### src/cap_pkg.sv
// Shared types, constants and helpers for the capsule support and bounds pipeline.
package cap_pkg;

  // coordinate and operand widths
  localparam int CW  = 32;              // coordinate width, signed Q16.16
  localparam int QW  = 16;              // quaternion component width, Q1.14
  localparam int RW  = 31;              // radius / half_height register width
  localparam int CIW = 1;               // register index width

  // register indexes
  localparam logic [CIW-1:0] REG_RADIUS      = 1'd0;
  localparam logic [CIW-1:0] REG_HALF_HEIGHT = 1'd1;

  localparam logic [RW-1:0] RADIUS_RST      = 31'd65536;
  localparam logic [RW-1:0] HALF_HEIGHT_RST = 31'd65536;

  // axis in Q.28, magnitude up to 2^32
  localparam int AX_FRAC = 2 * (QW - 2);
  localparam int AXW     = 2 * QW + 2;
  localparam int AMW     = AXW - 1;
  localparam logic [AXW-1:0] AX_ONE = AXW'(1) << AX_FRAC;

  // half_height * |axis| product and Q16.16 offset
  localparam int PRW = RW + AMW;
  localparam int OFW = PRW - AX_FRAC;
  localparam logic [PRW-1:0] OFF_RND = PRW'(1) << (AX_FRAC - 1);

  // working width for endpoints and box, before saturation
  localparam int EW = ((CW > OFW) ? CW : OFW) + 3;

  // dot product split of the direction
  localparam int DLO = CW / 2;
  localparam int DHW = CW - DLO;
  localparam int DTW = OFW + CW + 2;

  // normalized direction, sum of squares, length
  localparam int NW   = 30;
  localparam int SQW  = 2 * NW + 2;
  localparam int LW   = SQW / 2;
  localparam int RMW  = LW + 3;

  // divider: numerator radius*e + len/2, quotient bound from len >= 2^(NW-1)
  localparam int NUMW = RW + NW + 1;
  localparam int QTW  = NUMW - (NW - 1);
  localparam int DRW  = LW + 1;

  // saturation bounds
  localparam logic signed [EW-1:0] CMAX = $signed({{(EW-CW+1){1'b0}}, {(CW-1){1'b1}}});
  localparam logic signed [EW-1:0] CMIN = $signed({{(EW-CW+1){1'b1}}, {(CW-1){1'b0}}});

  typedef struct packed {
    logic signed [CW-1:0] pos_x;
    logic signed [CW-1:0] pos_y;
    logic signed [CW-1:0] pos_z;
    logic signed [QW-1:0] quat_w;
    logic signed [QW-1:0] quat_x;
    logic signed [QW-1:0] quat_y;
    logic signed [QW-1:0] quat_z;
    logic signed [CW-1:0] dir_x;
    logic signed [CW-1:0] dir_y;
    logic signed [CW-1:0] dir_z;
  } in_t;

  typedef struct packed {
    logic signed [CW-1:0] support_x;
    logic signed [CW-1:0] support_y;
    logic signed [CW-1:0] support_z;
    logic signed [CW-1:0] box_min_x;
    logic signed [CW-1:0] box_min_y;
    logic signed [CW-1:0] box_min_z;
    logic signed [CW-1:0] box_max_x;
    logic signed [CW-1:0] box_max_y;
    logic signed [CW-1:0] box_max_z;
    logic                 zero_direction;
  } out_t;

  // geometry that rides along the length and divide pipelines
  typedef struct packed {
    logic [SQW-1:0]       sum;
    logic [2:0][NW-1:0]   e;
    logic [2:0]           neg;
    logic                 zero;
    logic [2:0][EW-1:0]   pt;
    logic [2:0][EW-1:0]   lo;
    logic [2:0][EW-1:0]   hi;
  } mid_t;

  typedef struct packed {
    mid_t           mid;
    logic [LW-1:0]  len;
  } sq_t;

  typedef struct packed {
    mid_t               mid;
    logic [2:0][QTW-1:0] q;
  } dv_t;

  // clamp a working value to the signed coordinate range
  function automatic logic [CW-1:0] sat_coord(input logic [EW-1:0] v);
    logic [CW-1:0] r;
    if ($signed(v) > CMAX) begin
      r = CMAX[CW-1:0];
    end else if ($signed(v) < CMIN) begin
      r = CMIN[CW-1:0];
    end else begin
      r = v[CW-1:0];
    end
    return r;
  endfunction

endpackage

### src/cap_back.sv
// Output stage: add radial offset, widen box by radius, saturate, output register.
module cap_back (
  input  logic                   clk,
  input  logic                   rst_n,
  input  logic                   i_valid,
  output logic                   i_ready,
  input  cap_pkg::dv_t           i_data,
  input  logic [cap_pkg::RW-1:0] radius,
  output logic                   out_valid,
  input  logic                   out_ready,
  output cap_pkg::out_t          out_data
);

  logic                         out_valid_r;
  cap_pkg::out_t                out_data_r, out_nxt;
  logic                         rdy;
  logic [2:0][cap_pkg::CW-1:0]  sup, bmin, bmax;

  assign rdy       = !out_valid_r || out_ready;
  assign i_ready   = rdy;
  assign out_valid = out_valid_r;
  assign out_data  = out_data_r;

  // final sums and clamping
  always_comb begin
    logic [cap_pkg::EW-1:0] qx, rad;
    for (int i = 0; i < 3; i++) begin
      qx = cap_pkg::EW'(i_data.q[i]);
      if (i_data.mid.zero) begin
        rad = '0;
      end else if (i_data.mid.neg[i]) begin
        rad = ~qx + 1'b1;
      end else begin
        rad = qx;
      end
      sup[i]  = cap_pkg::sat_coord(i_data.mid.pt[i] + rad);
      bmin[i] = cap_pkg::sat_coord(i_data.mid.lo[i] - cap_pkg::EW'(radius));
      bmax[i] = cap_pkg::sat_coord(i_data.mid.hi[i] + cap_pkg::EW'(radius));
    end
    out_nxt.support_x      = sup[0];
    out_nxt.support_y      = sup[1];
    out_nxt.support_z      = sup[2];
    out_nxt.box_min_x      = bmin[0];
    out_nxt.box_min_y      = bmin[1];
    out_nxt.box_min_z      = bmin[2];
    out_nxt.box_max_x      = bmax[0];
    out_nxt.box_max_y      = bmax[1];
    out_nxt.box_max_z      = bmax[2];
    out_nxt.zero_direction = i_data.mid.zero;
  end

  always_ff @(posedge clk) begin
    if (!rst_n) begin
      out_valid_r <= 1'b0;
    end else if (rdy) begin
      out_valid_r <= i_valid;
    end
  end

  always_ff @(posedge clk) begin
    if (rdy) begin
      out_data_r <= out_nxt;
    end
  end

endmodule
### config.mk
export PLATFORM = sky130hd
export DESIGN_NAME = cap_back
export DESIGN_NICKNAME = d
export VERILOG_FILES = /design/src/cap_pkg.sv /design/src/cap_back.sv
export SDC_FILE = /design/constraint.sdc
export NUM_CORES = 1
export LEC_CHECK = 0
export BUFFER_PORTS_ARGS = -buffer_cell sky130_fd_sc_hd__buf_2
export CAP_MARGIN = 25
export CORE_AREA = 4 4 360 362
export CTS_BUF_LIST = sky130_fd_sc_hd__clkbuf_4
export DETAILED_ROUTE_END_ITERATION = 8
export DIE_AREA = 0 0 364 366
export HOLD_SLACK_MARGIN = 0.06
export PLACE_DENSITY = 0.45
export SLEW_MARGIN = 15
export SYNTH_ARGS = -nofsm -noshare
export SYNTH_HDL_FRONTEND = slang
export SYNTH_SLANG_ARGS = --single-unit
export TNS_END_PERCENT = 50
### constraint.sdc
create_clock -name clk -period 9.1 [get_ports clk]
set_input_delay 0 -clock clk [delete_from_list [all_inputs] [get_ports clk]]
set_output_delay 0 -clock clk [all_outputs]
set_load 0.02 [all_outputs]
## After elaboration in Yosys (flattened, before gate mapping)

Cells that the tools add are included.

| cells by class | value |
|---|---|
| add/sub/neg operators | 12 |
| magnitude comparators | 18 |
| muxes and demuxes | 15 |
| bitwise operators | 3 |
| reduce and logical (&&, ||, !) cells | 2 |

Operators with widths:

| cell | count |
|---|---|
| $gt A39 B32 Y1 const B | 9 |
| $lt A39 B32 Y1 const B | 9 |
| $mux W32 | 9 |
| $mux W39 | 6 |
| $add A39 B1 Y39 const B | 3 |
| $add A39 B31 Y39 | 3 |
| $add A39 B39 Y39 | 3 |
| $not A33 Y39 | 3 |
| $sub A39 B31 Y39 | 3 |
| $logic_not A1 Y1 | 1 |
| $logic_or A1 B1 Y1 | 1 |

| word-level totals | value |
|---|---|
| flip-flop bits (word level) | 290 |
| input bits | 641 |
| output and inout port bits | 291 |
| word-level logic and storage cells | 61 |

## Logic depth before layout (Yosys ltp)

Gate-level depths: netlist of run 1.

| depth | value |
|---|---|
| depth after elaboration | 7 |
| depth in mapped cells | 24 |
| depth with buffers taken out | 21 |

## Worst setup path before layout of run 1

OpenSTA, ideal clock, no wires.

| path | value |
|---|---|
| path type | reg2reg |
| from | reg out_valid_r (netlist: out_valid) |
| to | reg out_valid_r (netlist: out_valid) |
| arrival time | 7.715 ns |
| setup slack | 0.922 ns |
| cell stages (with the launch flop) | 3 |
| clock period less this slack | 8.178 ns |
| cell sequence | dfxtp_1 > nand2b_1 > a21boi_0 |

| between the ends | value |
|---|---|
| cells in the longest elaborated chain, start to end | 2 |

RTL lines:

| what | RTL line | source |
|---|---|---|
| from (decl) | cap_back.sv:14 | `logic out_valid_r;` |
| from (signal assigned) | cap_back.sv:56 | `out_valid_r <= i_valid;` |
| $logic_not A1 Y1 | cap_back.sv:19 | `assign rdy = !out_valid_r \|\| out_ready;` |
| $logic_or A1 B1 Y1 | cap_back.sv:19 |  |
| named net i_ready | cap_back.sv:6 | `output logic i_ready,` |

The timed path passes the listed nets, and every way through them passes these cells.
A chain may end at the register's enable or synchronous reset.

## Final worst setup path of run 1

| path | value |
|---|---|
| from | in i_data[70] (netlist name) |
| to | reg out_data_r, in the netlist out_data[205], data pin |

| between the ends | value |
|---|---|
| cells in the longest elaborated chain, start to end | 7 |
| elaborated cells on any way between the ends | 8 |
| those cells by class | add/sub: 2; order compare: 2; mux: 3; bitwise: 1 |

RTL lines:

| what | RTL line | source |
|---|---|---|
| from (decl) | cap_back.sv:7 | `input cap_pkg::dv_t i_data,` |
| $not A33 Y39 | cap_back.sv:32 | `rad = ~qx + 1'b1;` |
| $add A39 B1 Y39 | cap_back.sv:32 |  |
| $mux W39 (*) | cap_back.sv:31 | `end else if (i_data.mid.neg[i]) begin` |
| $mux W39 (*) | cap_back.sv:29 | `if (i_data.mid.zero) begin` |
| $add A39 B39 Y39 (*) | cap_back.sv:36 | `sup[i] = cap_pkg::sat_coord(i_data.mid.pt[i] + rad);` |
| $lt A39 B32 Y1 | cap_pkg.sv:103 | `end else if ($signed(v) < CMIN) begin` |
| $mux W32 | cap_pkg.sv:103 |  |
| to (signal assigned) | cap_back.sv:62 | `out_data_r <= out_nxt;` |
| to (decl) | cap_back.sv:15 | `cap_pkg::out_t out_data_r, out_nxt;` |

Mark *: on every way between the ends. The rest lies on a longest branch, timed or not.

==> summary.md, run 1 <==
| Metric | Value |
|---|---|
| CTS tree | `yes` |
| Die Wd | `364 um` |
| Die height | `366 um` |
| GR Overflow Total | `0` |
| Hold WS | `0.202 ns` |
| Mapped Nets | `4699` |
| Area of the mapped netlist | `31300 um2` |
| Post-DR wirelength/cell | `21.6 um` |
| H-tree Lvls | `3` |
| Syn Area/Cell | `8.36 um2` |
| Post-DRT Antenna Nets | `0` |
| Hold Path Class | `in -> reg` |
| Synthesized flop and latch total | `290` |
| Post-DP HPWL | `123000 um` |
| First-pass GRT wire length | `233000 um` |
| Setup crit end kind | `flip-flop` |
| Port buffer count | `779` |
| TritonCTS Buffers | `95` |
| Vias in the first global route | `37652` |
| Post-synth EDFFs | `289` |
| Synth area leaders | `edfxtp_1 28%, ha_1 12%, o21ai_0 6.1%` |
| Async SR Flop Fraction | `0` |
| Post-layout util | `0.394` |
| # DRC | `0` |
| CP required | `9.83 ns` |
| Ports | `932` |
| Post-CTS sizing | `0` |
| CTS max path bufs | `3` |
| Core area | `127000 um2` |
| Fill count | `13193` |
| Initial antenna violation count | `45` |
| Drt via density | `5.06` |
| Peak VDD IR | `88.7 uV` |
| Worst slew pin tran | `1.11 ns` |
| Setup TNS | `0 ns` |
| CP Launch Type | `input pin` |
| Non-Filler Instances | `7399` |
| Outcome | `finished clean` |
| Area Overhead vs Synth | `59.3%` |
| Crit path max-delay family | `buffers and inverters` |
| PwrDens | `136 nW/um2` |
| Tot GR Track Use | `0.230` |
| Clk pin slew, worst setup/hold paths | `0.06 ns` |
| Placed Instances | `6049` |
| Dominant synthesized flop cell | `edfxtp_1` |
| Max_slew headroom | `0.259` |
| Clk Tree Root Cell | `clkbuf_4` |
| Leak pwr | `0.0211 uW` |
| Yosys top cell by area | `edfxtp_1` |
| MaxCap Viol Count | `0` |
| Total power draw | `6800 uW` |
| Most common cell on crit path | `dlygate4sd3_1` |
| Max Slew Vio Count | `0` |
| DR vias | `37443` |
| RSZ-0062 raised after global routing | `false` |
| Unique masters post-synth | `87` |
| Share of layout cells above drive strength 1 | `0.179` |
| Post-Synthesis Cells | `3746` |
| Routed wire length | `160000 um` |
| Crit path time final | `7.10 ns` |
| Crit path kind | `in -> reg` |
| # rows | `131` |
| CP max FO | `31` |
| Top cell type's share of synthesized area | `0.277` |
| TritonRoute pass-1 iters | `6` |
| Nets@finish | `6594` |
| Most frequent cells in the layout | `1156 x dlygate4sd3_1, 778 x buf_2, 381 x o21ai_0` |
| Clk_skew | `0.0509 ns` |
| Worst path slowest cell | `a221oi_1` |
| Warnings, synthesis | `0` |
| Post-route clock period utilization | `0.780` |
| FF/Latch Area | `8700 um2` |
| DRT iter0 DRCs | `2660` |
| Clk sinks | `290` |
| Clk_lat worst skew | `1.01 ns` |
| Final hold violations | `0` |
| WP buf/inv | `7` |
| Largest stage delay, worst path | `0.67 ns` |
| Largest net degree at the start of global routing | `137` |
| Final setup fails | `0` |
| Multi-input gate area | `21600 um2` |
| Die area | `133000 um2` |
| Initial Utilization | `0.247` |
| Fmax | `141 MHz` |
| Seq/Total Area, Yosys | `0.278` |
| Critical path arrival | `7.83 ns` |
| GP Congestion | `0.914` |
| Most common cell after layout, fill and taps aside | `dlygate4sd3_1` |
==> per-stage QoR <==
stage | setup WS [ns] | cell area, um2
after floorplan | 0.922 | 31300
after global placement | 2.40 | 37000
after detailed placement | 2.73 | 37000
after CTS | 2.15 | 49800
after global routing | 1.53 | 49800
final | 2.00 | 49900
==> registers in the layout, indices dropped and copies added, names as in the netlist <==
| name | count |
|---|---|
| out_valid | 1 |
| out_data | 289 |
==> where the power goes <==
| part | leakage [uW] | switching, uW | internal (uW) |
|---|---|---|---|
| logic | 0.0176 | 1850 | 1710 |
| registers | 0.00285 | 91.5 | 1750 |
| clock network | 0.000675 | 746 | 661 |
| total | 0.0211 | 2690 | 4110 |
==> cell usage after synthesis (19+ instances only) <==
cell and number:
edfxtp_1 289, nor2_1 294, or4_1 19, and2_1 21
nor2b_1 23, o21ai_0 381, o31ai_1 60, and3_1 39
inv_1 131, xnor2_1 165, o21a_1 45, nand3_1 107
a21boi_0 19, a21o_1 212, o21bai_1 39, a211oi_1 43
o211ai_1 36, nor4_1 26, a31oi_1 41, nor3_1 56
ha_1 303, o2111ai_1 34, or2_2 25, or3_1 30
clkbuf_1 146, nand4_1 51, a21oi_1 345, xor2_1 217
nand2b_1 30, nand2_1 280
==> cell families after synthesis <==
family,share of synthesized area
muxes,0.00296
AOI/OAI and AO/OA,0.289
DFF,0.278
xor gates and xnor gates,0.107
adders and majority gates,0.127
buffers and inverters,0.0362
and+or+nand+nor,0.160
==> tightest hold or removal path: stages <==
cell	delay, ns
buf_2	0.35
ha_1	0.33
xnor2_1	0.15
a21o_1	0.21
==> worst paths after layout <==
| check | endpoint | cells past startpoint | startpoint | slack, ns |
|---|---|---|---|---|
| setup / recovery | out_data[205] | 28 | i_data[70] | 2.00 |
| hold / removal | out_data[56] | 4 | radius[23] | 0.20 |
| setup reg to reg | out_data[73] | 3 | out_valid | 6.15 |
| hold reg to reg | out_data[284] | 1 | out_valid | 1.11 |
==> metal layers <==
metal | part of all wire | track usage | routed length [um] | up-vias
met5 | 0.0013 | 0 | 211 | -
met4 | 0.029 | 0.0734 | 4690 | 30
met3 | 0.082 | 0.0620 | 13100 | 241
met2 | 0.46 | 0.383 | 73700 | 1294
met1 | 0.43 | 0.288 | 68200 | 17858
li1 | - | - | - | 18020
==> area by class of cell <==
class / count / area share
multi-input combinational: 3161 / 0.434
timing repair buffer: 1962 / 0.316
antenna: 25 / 0.00125
inverter: 131 / 0.00986
sequential: 290 / 0.174
clock buffer: 130 / 0.0196
clock inverter: 38 / 0.00341
tap: 1662 / 0.0417
==> what timing repair did <==
item	CTS	global route
buffers inserted	0	0
endpoints found under the hold margin	333	0
endpoints found under the setup margin	0	0
hold buffers	1156	0
Power figures use the tool's default switching activity.
==> run 2: changes to the inputs <==
- ABC_AREA: default -> 1
- CORE_AREA: 4 4 360 362 -> 4 4 362 364
- DIE_AREA: 0 0 364 366 -> 0 0 366 368
- PLACE_DENSITY: 0.45 -> 0.5
- clock period: 9.1 -> 7.2 ns (I/O delays scaled with it)
==> run 2 against run 1 <==
Effect of this change:
- clock-buffer cell count fell by 7
- register-to-register slack got worse by 1.0 ns
- final cell count rose by 34%
- non-clock buffer count fell by 117
- largest power group unchanged
- first-iteration DRC count rose by 42%
==> summary.md, run 2 <==
| Metric | Value |
|---|---|
| Clk Tree Root Cell | `clkbuf_4` |
| Syn Area/Cell | `6.05 um2` |
| Synth top cells by count | `2511 x nand2_1, 890 x inv_1, 649 x nor2_1` |
| Setup crit end kind | `flip-flop` |
| Outcome | `finished clean` |
| Post-layout util | `0.434` |
| Max_slew headroom | `0.322` |
| Design area | `55200 um2` |
| Tot GR Track Use | `0.271` |
| Core area | `127000 um2` |
| MaxCap Viol Count | `0` |
| Hold Path Class | `in -> reg` |
| DR vias | `47502` |
| Post-Synthesis Cells | `6264` |
| Crit path time final | `5.88 ns` |
| Synth area leaders | `nand2_1 25%, edfxtp_1 23%, ha_1 10%` |
| Area of the mapped netlist | `37900 um2` |
| CP Launch Type | `input pin` |
| Setup TNS | `0 ns` |
| Post-CTS sizing | `0` |
| Most common cell after layout, fill and taps aside | `nand2_1` |
| Post-DRT Antenna Nets | `0` |
| Post-DR wirelength/cell | `19.2 um` |
| CP max FO | `43` |
| Peak VDD IR | `109 uV` |
| Routed wire length | `190000 um` |
| CTS tree | `yes` |
| Clk_lat worst skew | `1.03 ns` |
| Placed cell area | `43400 um2` |
| Synthesized flop and latch total | `290` |
| Clk sinks | `290` |
| Async SR Flop Fraction | `0` |
| Area Overhead vs Synth | `45.7%` |
| Reg2Reg Setup Slack | `5.15 ns` |
| Dominant synthesized flop cell | `edfxtp_1` |
| Top cell type's share of synthesized area | `0.249` |
| Critical path arrival | `6.68 ns` |
| GP Congestion | `0.995` |
| Nets@finish | `9074` |
| Post-synth EDFFs | `289` |
| # rows | `131` |
| Hold WS | `0.172 ns` |
| Initial antenna violation count | `48` |
| TritonRoute pass-1 iters | `5` |
| Yosys top cell by area | `nand2_1` |
| Ports | `932` |
| Warnings, synthesis | `0` |
| Mapped Nets | `7217` |
| CP required | `8.01 ns` |
| Share of layout cells above drive strength 1 | `0.133` |
| Final setup fails | `0` |
| H-tree Lvls | `3` |
| Leak pwr | `0.0280 uW` |
| Max Slew Vio Count | `0` |
| Most frequent cells in the layout | `2510 x nand2_1, 1054 x dlygate4sd3_1, 890 x inv_1` |
| Die height | `368 um` |
| Unique masters post-synth | `49` |
| Worst slew pin tran | `1.02 ns` |
| Clk_skew | `0.0865 ns` |
| Post-route clock period utilization | `0.816` |
| DRT iter0 DRCs | `3778` |
| Post-DP HPWL | `155000 um` |
| RSZ-0062 raised after global routing | `false` |
| Crit path kind | `in -> reg` |
| Clk pin slew, worst setup/hold paths | `0.07 ns` |
| Final hold violations | `0` |
| Drt via density | `4.81` |
| Die Wd | `366 um` |
| Largest net degree at the start of global routing | `122` |
| GR Overflow Total | `0` |
| Initial Utilization | `0.297` |
| Die area | `135000 um2` |
| Fill count | `13563` |
| Vias in the first global route | `46263` |
| Port buffer count | `779` |
| Multi-input gate area | `25200 um2` |
| First-pass GRT wire length | `282000 um` |
| CTS max path bufs | `3` |
| FF/Latch Area | `8700 um2` |
| Count leader, synth | `nand2_1` |
| Fmax | `170 MHz` |
| TritonCTS Buffers | `90` |
| Number of flip-flops in the largest register | `289` |
| Seq/Total Area, Yosys | `0.230` |
| PwrDens | `155 nW/um2` |
| # DRC | `0` |
## run 2: cell types whose count changed after synthesis, moves of 39 or more
| cell | delta |
|---|---|
| nor3_1 | +43 |
| xnor2_1 | -88 |
| nand2_2 | +57 |
| inv_1 | +759 |
| a21o_1 | -199 |
| nor2_1 | +355 |
| clkbuf_1 | -123 |
| o31ai_1 | -59 |
| a211oi_1 | -39 |
| nor2_2 | +47 |
| nand2_1 | +2231 |
| nand3_1 | +142 |
| o21ai_0 | -236 |
## run 2: where the power goes
group          switching (uW)  internal (uW)  total (uW)
Clock                     876            898        1770
Combinational            2610           1920        4520
Sequential               95.3           2160        2250
Total                    3580           4970        8550
## run 2: cells by family (layout without fill, tap and decap cells)
logic type / count (synthesis) / after routing / synth area share
simple gates: 3780 / 3780 / 0.409
buf+inv: 980 / 2905 / 0.105
compound gates: 646 / 646 / 0.0922
fa+ha+maj: 312 / 312 / 0.105
flops: 290 / 290 / 0.230
xor+xnor: 256 / 256 / 0.0592
other cells: 0 / 28 / 0
## run 2: cell type report
class	count	share of cell area
Inverter	900	0.0612
Multi-Input combinational cell	4994	0.457
Timing Repair Buffer	1845	0.265
Clock inverter	37	0.00417
Sequential cell	290	0.158
Clock buffer	123	0.0167
Antenna cell	28	0.00127
Tap cell	1662	0.0377
## run 2: metrics by stage
stage	setup WS, ns	power [uW]	cells
detailed placement	2.21	5750	8636
global route	1.05	9120	9863
CTS	1.60	8560	9847
finish	1.32	8550	9879
global placement	1.96	5750	8633
floorplan	2.72	4490	6264
## run 2: layer usage
layer  part of all wire  track usage
met1               0.44        0.353
met2               0.45        0.441
met3              0.075       0.0535
met4              0.041        0.106
met5             0.0012            0
## run 2: worst max-delay path, stage by stage
cell and delay [ns]:
dlygate4sd3_1 0.53, buf_2 0.13, inv_2 0.51, buf_4 0.59
o21ai_0 0.17, a21oi_1 0.15, ha_1 0.27, dlygate4sd3_1 0.60
nand2_1 0.08, nand2_1 0.07, a21oi_1 0.17, nand2_1 0.08
nand2_1 0.07, nand3_2 0.15, a21oi_1 0.21, nand2_2 0.06
dlygate4sd3_1 0.59, nand2_4 0.10, nand2_1 0.05, nor2_1 0.09
nand2_1 0.07, nand2_2 0.52, nand2_1 0.11, dlygate4sd3_1 0.60
nand2_1 0.06, dlygate4sd3_1 0.56
## run 2: final timing paths
path | start | to | depth (start not counted)
worst max register to register | out_valid | out_valid | 4
worst min-delay path | i_data[252] | out_data[187] | 9
worst max-delay path | i_data[450] | out_data[257] | 26
worst min register to register | out_valid | out_data[65] | 1
## run 2: what timing repair did
action | CTS | global route
buffers inserted | 0 | 0
hold endpoints to repair | 389 | 10
hold buffers | 1051 | 3
